$ cat config.mk
export PLATFORM = sky130hd
export DESIGN_NAME = smsd_cell
export DESIGN_NICKNAME = d
export VERILOG_FILES = /design/src/rtl/core/smsd_pkg.sv /design/src/rtl/core/smsd_cell.sv
export SDC_FILE = /design/constraint.sdc
export NUM_CORES = 1
export LEC_CHECK = 0
export ABC_AREA = 1
export BUFFER_PORTS_ARGS = -buffer_cell sky130_fd_sc_hd__buf_2
export CAP_MARGIN = 30
export CORE_ASPECT_RATIO = 1.1
export CORE_UTILIZATION = 48
export CTS_CLUSTER_DIAMETER = 50
export DETAILED_ROUTE_END_ITERATION = 7
export GPL_TIMING_DRIVEN = 0
export HOLD_SLACK_MARGIN = 0.12
export PLACE_DENSITY = 0.86
export REMOVE_ABC_BUFFERS = 1
export SKIP_CTS_REPAIR_TIMING = 1
export SYNTH_ARGS = -nofsm -noshare
export SYNTH_HDL_FRONTEND = slang
export SYNTH_SLANG_ARGS = --single-unit
$ cat constraint.sdc
create_clock -name clk -period 7 [get_ports clk]
set_clock_uncertainty 0.1 [all_clocks]
set_input_delay 1.05 -clock clk [delete_from_list [all_inputs] [get_ports clk]]
set_output_delay 1.05 -clock clk [all_outputs]
set_load 0.1 [all_outputs]
$ cat src/rtl/core/smsd_pkg.sv
// Shared constants, types and helpers for the sliding median spike detector.
`timescale 1ns / 1ps

package smsd_pkg;

    localparam int WINDOW_MAX_DEF  = 64;
    localparam int SAMPLE_BITS_DEF = 16;
    localparam int CFG_W           = 7;
    localparam int COUNT_W         = 32;
    localparam logic [CFG_W-1:0] CFG_RESET_LEN = 7'd5;

    // Broadcast control from the top level to every cell of the sorted chain.
    typedef struct packed {
        logic load;       // an item transfer updates the chain this cycle
        logic remove_en;  // the window is full, so the oldest sample leaves
    } cell_ctrl_t;

    // Length zero acts as one, and lengths above the window depth are clipped.
    function automatic int len_clamp(input logic [CFG_W-1:0] wl, input int wmax);
        int len;
        len = int'(wl);
        if (len == 0) begin
            len = 1;
        end
        if (len > wmax) begin
            len = wmax;
        end
        return len;
    endfunction

endpackage

$ cat src/rtl/core/smsd_cell.sv
// One cell of the sorted window chain, with its tap of the arrival shift line.
`timescale 1ns / 1ps

module smsd_cell #(
    parameter int SAMPLE_BITS = smsd_pkg::SAMPLE_BITS_DEF,
    parameter int LEN_W       = 7,
    parameter int INDEX       = 0
) (
    input  logic                   clk,
    input  smsd_pkg::cell_ctrl_t   ctrl,
    input  logic [SAMPLE_BITS-1:0] new_sample,
    input  logic [SAMPLE_BITS-1:0] oldest,
    input  logic [LEN_W-1:0]       w_count,
    input  logic [SAMPLE_BITS-1:0] right_v,
    input  logic [SAMPLE_BITS-1:0] left_w,
    input  logic                   left_gt,
    input  logic [SAMPLE_BITS-1:0] left_a,
    output logic [SAMPLE_BITS-1:0] v,
    output logic [SAMPLE_BITS-1:0] w,
    output logic                   gt,
    output logic [SAMPLE_BITS-1:0] a
);
    import smsd_pkg::*;

    logic [SAMPLE_BITS-1:0] v_reg;
    logic [SAMPLE_BITS-1:0] v_next;
    logic [SAMPLE_BITS-1:0] a_reg;
    logic                   removed;
    logic                   w_valid;

    // The window is sorted, so the first entry not below the oldest sample is
    // the one that leaves; every cell from there on takes its right neighbor.
    assign removed = ctrl.remove_en && (v_reg >= oldest);
    assign w       = removed ? right_v : v_reg;
    assign w_valid = LEN_W'(INDEX) < w_count;
    assign gt      = !w_valid || (w > new_sample);

    // Insertion after equal values: cells past the slot shift right by one.
    always_comb
    begin
        if (left_gt) begin
            v_next = left_w;
        end else if (gt) begin
            v_next = new_sample;
        end else begin
            v_next = w;
        end
    end

    always_ff @(posedge clk)
    begin
        if (ctrl.load) begin
            v_reg <= v_next;
            a_reg <= left_a;
        end
    end

    assign v = v_reg;
    assign a = a_reg;

endmodule

Word level (Yosys, flattened, before mapping). Cells that the tools add are included.

$lt $le $gt $ge: 3. Multiplexer cells: 3. Reductions and logical operators: 3.

Operators with widths (number): $mux W16 (3); $ge A16 B16 Y1 (1); $gt A16 B16 Y1 (1); $lt A1 B7 Y1 const A (1); $logic_and A1 B1 Y1 (1); $logic_not A1 Y1 (1); $logic_or A1 B1 Y1 (1).

Flip-flop bits (word level): 32. Input bits: 91. Output and inout port bits: 49. Logic and storage cells: 11.

Longest topological paths before layout. Gate-level depths: netlist of the first run.

Word-level depth: 7. Gate-level depth with buffers: 33. Gate-level depth less buffers: 31.

Worst setup path after synthesis of the first run. OpenSTA, ideal clock, no wires.

Path type: input port to output port. Start: input port oldest[11]. End: output port gt. Arrival time: 4.350 ns. Data required time: 5.850 ns. Path slack: 1.500 ns. Cell stages on the path: 21. Buffers on the path: 2. Path through: inv_1 > ha_1 > nand2_1 > o21bai_1 > a21oi_1 > nor2_2 > nand2_4 > nand2_4 > buf_6 > nand2_1 > nand2_1 > ha_1 > nand2_1 > nor2_1 > nand2_1 > nand2_1 > nand2_1 > nand2_1 > nand2_1 > nand2_2 > buf_2.

Longest elaborated chain between the ends: 5.

RTL lines: from (decl) (line smsd_cell.sv:12) `input logic [SAMPLE_BITS-1:0] oldest,`; $ge A16 B16 Y1 (line smsd_cell.sv:33) `assign removed = ctrl.remove_en && (v_reg >= oldest);`; $logic_and A1 B1 Y1 (line smsd_cell.sv:33); $mux W16 (line smsd_cell.sv:34) `assign w = removed ? right_v : v_reg;`; via w[7] (line smsd_cell.sv:19) `output logic [SAMPLE_BITS-1:0] w,`; $gt A16 B16 Y1 (line smsd_cell.sv:36) `assign gt = !w_valid || (w > new_sample);`; $logic_or A1 B1 Y1 (line smsd_cell.sv:36); to (decl) (line smsd_cell.sv:20) `output logic gt,`.

The timed path passes the listed nets, and every way through them passes these cells.

Worst setup path in the final report of the first run.
Start: input port oldest[3]. End: output port gt.

Longest elaborated chain between the ends: 5.

RTL lines (line): $ge A16 B16 Y1 (smsd_cell.sv:33); $logic_and A1 B1 Y1 (smsd_cell.sv:33); $mux W16 (smsd_cell.sv:34); $gt A16 B16 Y1 (smsd_cell.sv:36); $logic_or A1 B1 Y1 (smsd_cell.sv:36).

Every way passes these cells.

==> results.md, run 1 <==
- Most area-hungry cell type in the Yosys netlist: edfxtp_1
- Reg-to-Reg Start: v[3]
- Drt first pass iters: 6
- Total grt overflow: 0
- Hold path depth: 4
- Max_slew headroom: 49.28%
- Comb power frac: approximately 56%
- Cell family with the largest share of critical-path delay: simple AND/OR/NAND/NOR gates
- Avg Cell Area, Syn: between 7 and 8 sq um
- Sw Share: 53.12%
- Buf+Inv Stages, Crit Path: 3
- Number of flops mapped to enable cells by yosys: 32
- N_diodes: 0
- Levels on crit path: 24
- Worst slew pin tran: approximately 0.76 ns
- Compound-Gate Fraction of Synth Area: approximately 7%
- Final setup viols: 0
- Drt first-iter violations: 148
- Largest family of logic cells by synthesized area: simple AND/OR/NAND/NOR gates
- Final Critical Period: 5.413 ns
- Post-Synthesis Cells: between 300 and 400
- Clock network power share: about a fifth
- Die Area: between 0.005 and 0.006 sq mm
- Fin. Hold Viols: 0
- Worst Hold Class: flip-flop to flip-flop
- Ys async rst share: 0%
- Critical Path AT: around 4.3 ns
- Drt via density: ~5
- Clock sinks: 32
- CTS root buf: clkbuf_8
- Starting Density: approximately half
- Row cnt: 27
- RSZ-0062 raised after global routing: false
- Synth unique cells: 23
- Status: finished, violations left
- Worst Min Path Start: v[0]
- Area share of the largest cell type after synthesis: about two fifths
- Fill count: 455
- Worst setup EP type: output port
- Net count, final: a little under 600
- Pint: between 0.0004 and 0.0005 W
- Largest net degree at the start of global routing: 33
- CTS Buf Count: 5
- Clock buffer depth: 2
- Post-synthesis xor/xnor area fraction: 0%
- Critical path peak fanout: 18
- First-pass GRT wire length: 10,430 um
- Worst setup path class: primary input to output port
- Crit path max-delay cell type: buf_2
- Crit path largest cell delay: 0.51 ns
- Power Density: about 290 mW/mm^2
- Synth Flop Type: edfxtp_1
- Clock-pin slew on the worst setup and hold paths: approximately 0.07 ns
- Adder-Cell Fraction of Synth Area: 16.17%
- Post-detail-place hpwl: between 4000 and 5000 um
- I/O pins: 140
- CP cell instances: buf_2 > inv_1 > ha_1 > nand2_1 > nor2_1 > nor2_1 > nand2_1 > nand2_1 > nand2_1 > nand2_1 > nand2_4 > nand2_4 > nand2_1 > nand2_1 > ha_1 > nand2_1 > nor2_1 > nand2_1 > nand2_1 > nand2_1 > nand2_1 > nand2_1 > nand2_2 > buf_2
- R2R cell count: 24
- Synthesized area: about 0.0025 sq mm
- Routed wire length: roughly 6600 um
- Area contributors post-synth: edfxtp_1 (39%), nand2_1 (17%), ha_1 (16%)
- Critical path data required time: 5.85 ns
- CTS tree: yes
- Vias: 2,570
- Violated checks: DRC
- Final period util: 77.32%
- Post-route ant nets: 0
- NetSw: just over 0.0005 W
- Vias in the first global route: 2,357
- Yosys reg bits: 32
- Synth Warn #: 0
- Die Width: roughly 70 um
- Mux share of post-synthesis cell area: 0%
- Leakage: approximately 1.9 nW
- Max VDD drop: approximately 0.16 mV
- Simple-Gate Fraction of Synth Area: roughly 29%
- Total GRT Usage: between 20% and 30%
- Wire length per cell: 12.90 um
- Type of origin of the critical path: primary input
- Most used cell, CP: nand2_1
- Power Total: roughly 0.00095 W
- R2R Setup Slk: slightly below 3 ns
- Final number of max-transition violations: 0
- Max_cap viols: 0
- Initial antenna violation count: 0
- DRC Markers: 17
- Most instantiated cells after synthesis: nand2_1 (112), inv_1 (43), nand3_1 (34)
- Seq pwr share: roughly a quarter
- P&R area growth vs syn: 33.15%
- Share of cells above drive strength 1: around 34%
- Routability-driven placement congestion ratio: roughly 0.84
- CTS H-tree depth: 2
- Post-synthesis sequential area ratio: about two fifths
- Die Y-Extent: about 77 um
- Clk Latency, worst-skew pair: 0.28 ns
- Min-Delay Endpoint: v[0]
- Fmax: 184.8 MHz
- Most frequent cell after synthesis: nand2_1
- Final setup TNS: 0 ns
- Core Region: 0.005000 sq mm
- RR Endpoint: v[14]
- # port buffers: around 140
## per-stage QoR
| stage | hold WS, ns | instances | setup slack (ns) | cell area [sq um] | util (%) |
|---|---|---|---|---|---|
| detailed placement | 0.6185 | 507 | 1.556 | 3189 | 63.79 |
| global route | 0.6863 | 515 | 1.301 | 3297 | 65.94 |
| floorplan | 1.049 | 310 | 1.612 | 2421 | - |
| CTS | 0.6371 | 515 | 1.560 | 3297 | 65.94 |
| global placement | 0.5974 | 507 | 1.653 | 3189 | 63.79 |
| finish | 0.6356 | 515 | 1.587 | 3297 | 65.94 |
## cell usage in the layout, fill, tap and decap left out, drive strengths merged
cell    netlist  routed
nor3          2       2
a21o          1       1
ha           32      32
edfxtp       32      32
nand3        34      34
o21bai        1       1
bufinv        0       1
inv          44      44
nor4          1       1
a21oi        28      28
o21ai         2       2
buf           5     139
clkinv        0       1
nand2       119     119
nand4         2       2
clkbuf        4       6
nor2         11      11
o21a          1       1
## routing by layer
layer / GRT usage, % / up-vias / share of wire, %
li1: - / 1328 / -
met4: 8.163 / 0 / 1.8
met1: 28.85 / 1138 / 42
met2: 44.56 / 94 / 50
met5: 0 / - / 0
met3: 4.675 / 10 / 6.1
## tightest hold or removal path, delay by kind of cell, from the launching register on
| family | cells | cell delay, ns |
|---|---|---|
| AND/OR/NAND/NOR | 4 | 0.24 |
| flip-flops | 1 | 0.39 |
## worst max path at each step
stage                     from  to  slack, ns
finish               oldest[3]  gt       1.59
global route         oldest[3]  gt       1.30
CTS                  oldest[3]  gt       1.56
detailed placement   oldest[3]  gt       1.56
global placement     oldest[3]  gt       1.65
floorplan           oldest[11]  gt       1.61
## logic make-up (layout without fill, tap and decap cells)
group | after synthesis | count (layout)
buffers and inverters | 53 | 191
DFF | 32 | 32
and+or+nand+nor | 169 | 169
adders and majority gates | 32 | 32
AOI/OAI and AO/OA | 33 | 33
## area by class of cell
type	count	area, sq um	area share [%]
multi-input combinational	234	1295	39.28
sequential	32	960.9	29.15
timing repair buffer	139	695.7	21.10
inverter	44	165.2	5.009
clock buffer	6	72.57	2.201
tap	58	72.57	2.201
clock inverter	2	35.03	1.063
## power by group through the flow
stage	logic, W	clock network, W	registers (W)
floorplan	0.000284	0	0.000386
CTS	0.000529	0.000181	0.000248
detailed placement	0.000528	0	0.000252
global route	0.000564	0.000190	0.000250
global placement	0.000519	0	0.000251
finish	0.000529	0.000178	0.000248
No activity file was read; power rests on OpenSTA's default activity.
==> inputs of run 2 (changes only) <==
Settings changed: CORE_UTILIZATION 48 to 45, PLACE_DENSITY 0.86 to 0.81.
Clock period 7 ns to 5.35 ns, I/O delays scaled along.
==> run 2 against run 1 <==
Effect of this change: the run now ends clean; combinational power increased by 31%; power increased by 31%; sequential power increased by 31%; routed wire length increased by 2.2%; critical path depth decreased by 2; global-route usage decreased by 1.6 points; non-clock buffer count unchanged; die area increased by 6.5%; final area increased by 0.49%; sequential cell count unchanged; critical endpoint unchanged; largest cell class unchanged; highest routed layer is now met5.
==> results.md, run 2 (synthesis results as in run 1) <==
- Max_slew headroom: 49.49% (was 49.28%)
- Total GRT Usage: 22.96% (was 24.55%)
- Starting Density: 48.22% (was 49.52%)
- Final Critical Period: 4.943 ns
- Hold_ws: 0.6008 ns (was 0.6356 ns)
- First-pass GRT wire length: 10,020 um (was 10,430 um)
- CTS root buf: clkbuf_8 (unchanged)
- Power Total: 0.001247 W (was 0.0009545 W)
- Critical Path AT: 4.04 ns (was 4.26 ns)
- Clock sinks: 32 (unchanged)
- N_diodes: 0 (unchanged)
- Clk Latency, worst-skew pair: 0.28 ns (about the same)
- Vias: 2,582 (was 2,570)
- DRC Markers: 0 (was 17)
- Vias in the first global route: 2,313 (was 2,357)
- Wire length per cell: 12.83 um (was 12.90 um)
- Net count, final: 579 (unchanged)
- Worst slew pin tran: 0.7577 ns (was 0.7607 ns)
- Drt first pass iters: 5 (was 6)
- Clock-pin slew on the worst setup and hold paths: 0.07 ns (about the same)
- Commonest non-fill, non-tap cell in the layout: buf_2 (unchanged)
- Die Area: 0.005803 sq mm (was 0.005450 sq mm)
- Routability-driven placement congestion ratio: 0.8232 (was 0.8420)
- Max_cap viols: 0 (unchanged)
- Fill count: 466 (was 455)
- Drt via density: 4.881 (was 4.990)
- Final period util: 92.39%
- Die Y-Extent: 79.80 um (was 77.33 um)
- Status: finished, final reports clean (was finished, violations left)
- CTS H-tree depth: 2 (unchanged)
- Worst setup EP type: output port (unchanged)
- Max VDD drop: 0.2637 mV (was 0.1634 mV)
- RSZ-0062 raised after global routing: false (unchanged)
- Final setup viols: 0 (unchanged)
- Critical path peak fanout: 18 (unchanged)
- Final core utilization: 64.52% (was 65.94%)
- Final setup TNS: 0 ns (unchanged)
- Largest net degree at the start of global routing: 33 (unchanged)
- Post-route ant nets: 0 (unchanged)
- Worst Hold Class: primary input to flip-flop (was flip-flop to flip-flop)
- Fin. Hold Viols: 0 (unchanged)
- I/O pins: 140 (unchanged)
- Core Region: 0.005135 sq mm (was 0.005000 sq mm)
- # port buffers: 139 (unchanged)
- CTS tree: yes (unchanged)
- Drt first-iter violations: 103 (was 148)
- Worst setup path class: primary input to output port (unchanged)
- Total grt overflow: 0 (unchanged)
- Type of origin of the critical path: primary input (unchanged)
- CTS Buf Count: 5 (unchanged)
- Fmax: 202.3 MHz
- Power Density: 376.3 mW/mm^2 (was 289.5 mW/mm^2)
- Final number of max-transition violations: 0 (unchanged)
- Row cnt: 27 (unchanged)
- Post-detail-place hpwl: 5006 um (was 4948 um)
- Die Width: 72.73 um (was 70.48 um)
- Leakage: 1.905 nW (was 1.906 nW)
- Share of cells above drive strength 1: 33.92% (was 34.14%)
- Clock buffer depth: 2 (unchanged)
- Initial antenna violation count: 1 (was 0)
- Routed wire length: 6789 um (was 6642 um)
- P&R area growth vs syn: 33.81% (was 33.15%)
- Critical path data required time: 4.45 ns (was 5.85 ns)
- Commonest non-fill, non-tap cells in the layout: buf_2 (139), nand2_1 (112), inv_1 (43), nand3_1 (34) (unchanged)
[run 2: cell count changes in the layout (fill, tap and decap cells not counted), sizes merged]
cell	previous run	this run
clkbuf	6	5
clkinv	1	2
[run 2: final timing paths]
| kind | start | endpoint | slack (ns) | cells after the start |
|---|---|---|---|---|
| worst min register to register | v[15] | v[15] | 0.63 | 4 |
| worst max-delay path | oldest[3] | gt | 0.41 | 22 |
| worst min-delay path | left_a[14] | a[14] | 0.60 | 1 |
| worst max register to register | v[3] | v[5] | 1.30 | 23 |
[run 2: critical path: stages]
cell and delay [ns]:
buf_2 0.08, inv_1 0.03, ha_1 0.28, nand2_1 0.07, nor2_1 0.10, nor2_1 0.05, nand2_1 0.08, nand2_1 0.06
nand2_1 0.09, nand2_1 0.09, nand2_4 0.21, nand2_4 0.21, nand2_1 0.13, nand2_1 0.08, ha_1 0.30, nand2_1 0.09
nor3_2 0.23, nand2_1 0.08, nand2_1 0.05, nand2_1 0.06, nand2_2 0.34, buf_2 0.51
[run 2: power by group]
| group | internal, W | total, W | switching [W] |
|---|---|---|---|
| Sequential | 0.000309 | 0.000324 | 0.0000146 |
| Clock | 0.000136 | 0.000228 | 0.0000924 |
| Combinational | 0.000138 | 0.000695 | 0.000557 |
| Total | 0.000583 | 0.00125 | 0.000664 |
[run 2: routing by layer]
layer  vias to the layer above  track usage (%)  wire length [um]
met1                      1095            27.06              2798
met3                         9            5.429               606
met2                       153            40.37              3302
li1                       1323                -                 -
met4                         2            8.039                68
met5                         -                0                13
[run 2: stage by stage]
stage | cells | cell area [sq um] | worst slack (ns)
floorplan | 310 | 2421 | 0.2722
global placement | 521 | 3207 | 0.4616
detailed placement | 521 | 3207 | 0.4179
CTS | 529 | 3313 | 0.4105
global route | 529 | 3313 | 0.1969
finish | 529 | 3313 | 0.4070
[run 2: final cells by class]
cell class                      instances  area, sq um  area share (%)
Inverter                               44        165.2           4.985
Multi-Input combinational cell        234         1295           39.09
Clock inverter                          3        37.54           1.133
Sequential cell                        32        960.9           29.00
Timing Repair Buffer                  139        695.7           21.00
Clock buffer                            5        68.82           2.077
Tap cell                               72        90.09           2.719
==> inputs of run 3 (changes only) <==
Settings changed: REMOVE_ABC_BUFFERS 1 to not set.
==> run 3 against run 2 <==
Effect of this change: core utilization up 1.0 points; register-to-register slack improved by 0.35 ns; combinational power increased by 1%; highest routed layer is now met4; non-clock buffer count grew 8; critical endpoint unchanged; hold slack worse by 0.014 ns; critical path depth rose by 4; via count up 0.77%; die area is the same.
==> results.md, run 3 (synthesis results as in run 1) <==
- Critical Path End: gt (unchanged)
- Net count, final: 587 (was 579)
- Final setup viols: 0 (unchanged)
- Final number of max-transition violations: 0 (unchanged)
- CTS Buf Count: 5 (unchanged)
- Final Critical Period: 4.915 ns (was 4.943 ns)
- DRC Markers: 0 (unchanged)
- Post-route ant nets: 0 (unchanged)
- Status: finished, final reports clean (unchanged)
- Routability-driven placement congestion ratio: 0.8435 (was 0.8232)
- Total grt overflow: 0 (unchanged)
- Max_cap viols: 0 (unchanged)
- N_diodes: 0 (unchanged)
- R2R Setup Slk: 1.65 ns (was 1.30 ns)
- Final setup TNS: 0 ns (unchanged)
- Levels on crit path: 26 (was 22)
- Fill count: 489 (was 466)
- # port buffers: 138 (was 139)
- Power Density: 375.7 mW/mm^2 (was 376.3 mW/mm^2)
- Worst setup path class: primary input to output port (unchanged)
- Die Width: 72.73 um (unchanged)
- Crit path max-delay cell type: buf_2 (unchanged)
- Pint: 0.0005961 W (was 0.0005831 W)
- Worst slew pin tran: 0.7728 ns (was 0.7577 ns)
- Total GRT Usage: 25.11% (was 22.96%)
- Critical Path AT: 4.01 ns (was 4.04 ns)
- Post-Syn Nets: between 400 and 500
- Die Area: 0.005803 sq mm (unchanged)
- Fin. Hold Viols: 0 (unchanged)
- Critical path peak fanout: 10 (was 18)
- Sw Share: 52.84% (was 53.23%)
- Crit path largest cell delay: 0.48 ns (was 0.51 ns)
- Largest net degree at the start of global routing: 33 (unchanged)
- Row cnt: 27 (unchanged)
- Initial antenna violation count: 0 (was 1)
- Cell family with the largest share of critical-path delay: simple AND/OR/NAND/NOR gates (unchanged)
- Worst setup EP type: output port (unchanged)
- Clock sinks: 32 (unchanged)
- RR Endpoint: v[8] (was v[5])
- CTS root buf: clkbuf_8 (unchanged)
- RSZ-0062 raised after global routing: false (unchanged)
- I/O pins: 140 (unchanged)
- Leakage: 1.932 nW (was 1.905 nW)
- Starting Density: 48.22% (unchanged)
- Reg-to-Reg Start: v[15] (was v[3])
- Commonest non-fill, non-tap cells in the layout: buf_2 (140), nand2_1 (112), inv_1 (43), nand3_1 (34) (was buf_2 (139), nand2_1 (112), inv_1 (43), nand3_1 (34))
- Share of cells above drive strength 1: 34.41% (was 33.92%)
- Wire length per cell: 13.02 um (was 12.83 um)
- Drt first pass iters: 4 (was 5)
- Post-detail-place hpwl: 5440 um (was 5006 um)
- Drt first-iter violations: 99 (was 103)
- Type of origin of the critical path: primary input (unchanged)
- Vias in the first global route: 2,449 (was 2,313)
- Vias: 2,602 (was 2,582)
- Final period util: 91.86% (was 92.39%)
- P&R area growth vs syn: 35.88% (was 33.81%)
- Fmax: 203.5 MHz (was 202.3 MHz)
- Routed wire length: 6992 um (was 6789 um)
- Clk Latency, worst-skew pair: 0.29 ns (was 0.28 ns)
- Buf+Inv Stages, Crit Path: 5 (was 3)
- Core Region: 0.005135 sq mm (unchanged)
- Worst setup startpoint: oldest[3] (unchanged)
- Comb power frac: 55.8% (was 55.7%)
- Critical path data required time: 4.45 ns (about the same)
- Seq pwr share: 25.7% (was 26.0%)
- Most used cell, CP: nand2_1 (unchanged)
- NetSw: 0.0006678 W (was 0.0006635 W)
- CTS H-tree depth: 2 (unchanged)
- Clock buffer depth: 2 (unchanged)
- First-pass GRT wire length: 11,110 um (was 10,020 um)
- CTS tree: yes (unchanged)
- Commonest non-fill, non-tap cell in the layout: buf_2 (unchanged)
- Drt via density: 4.845 (was 4.881)
- Final core utilization: 65.52% (was 64.52%)
- Clock-pin slew on the worst setup and hold paths: 0.07 ns (about the same)
- Worst Hold Class: primary input to flip-flop (unchanged)
- Max_slew headroom: 48.48% (was 49.49%)
- Clock network power share: 18.5% (was 18.3%)
- R2R cell count: 22 (was 23)
- Max VDD drop: 0.2411 mV (was 0.2637 mV)
- Die Y-Extent: 79.80 um (unchanged)
-- run 3: cell count changes in the layout (fill, tap and decap cells not counted) --
| cell | delta |
|---|---|
| buf_2 | +1 |
| buf_4 | +1 |
| buf_6 | +2 |
| clkbuf_1 | +5 |
| clkinv_1 | -2 |
| clkinv_2 | +1 |
-- run 3: per-stage QoR --
stage               hold WS [ns]  total power (W)  worst slack (ns)  cell area (sq um)  instances
finish                    0.5864         0.001264            0.4352               3364        537
global route              0.5785         0.001330            0.1167               3364        537
CTS                       0.5819         0.001270            0.4324               3364        537
detailed placement        0.6085         0.001035            0.4443               3257        529
global placement          0.5998         0.001026            0.4894               3257        529
floorplan                 0.8014        0.0008925            0.1610               2476        319
-- run 3: final cells by class --
| cell class | count | area [sq um] | area share [%] |
|---|---|---|---|
| clock inverters | 2 | 35.03 | 1.041 |
| repair buffers | 138 | 690.7 | 20.53 |
| inverters | 44 | 165.2 | 4.909 |
| flip-flops and latches | 32 | 960.9 | 28.56 |
| well taps | 72 | 90.09 | 2.678 |
| clock buffers | 6 | 72.57 | 2.157 |
| multi-input cells | 234 | 1295 | 38.49 |
| plain buffers | 9 | 55.05 | 1.636 |
-- run 3: worst min path at each step --
stage | cells after the start | to | from
after CTS | 1 | a[3] | left_a[3]
after global routing | 1 | a[9] | left_a[9]
after floorplan | 0 | a[0] | left_a[0]
after detailed placement | 4 | v[7] | v[7]
after global placement | 4 | v[7] | v[7]
final | 1 | a[2] | left_a[2]
-- run 3: per-layer routing --
layer  share of wire (%)  wire length [um]  track usage (%)
met2                  49              3416            44.49
met5                   0                 0                0
met4                0.97                68            6.078
met3                 7.7               537            5.429
met1                  42              2969            30.71
-- run 3: power by group through the flow --
stage / clock [W] / combinational, W / sequential (W)
global route: 0.000248 / 0.000754 / 0.000328
global placement: 0 / 0.000696 / 0.000330
CTS: 0.000239 / 0.000706 / 0.000325
floorplan: 0 / 0.000387 / 0.000506
detailed placement: 0 / 0.000705 / 0.000331
finish: 0.000234 / 0.000705 / 0.000325
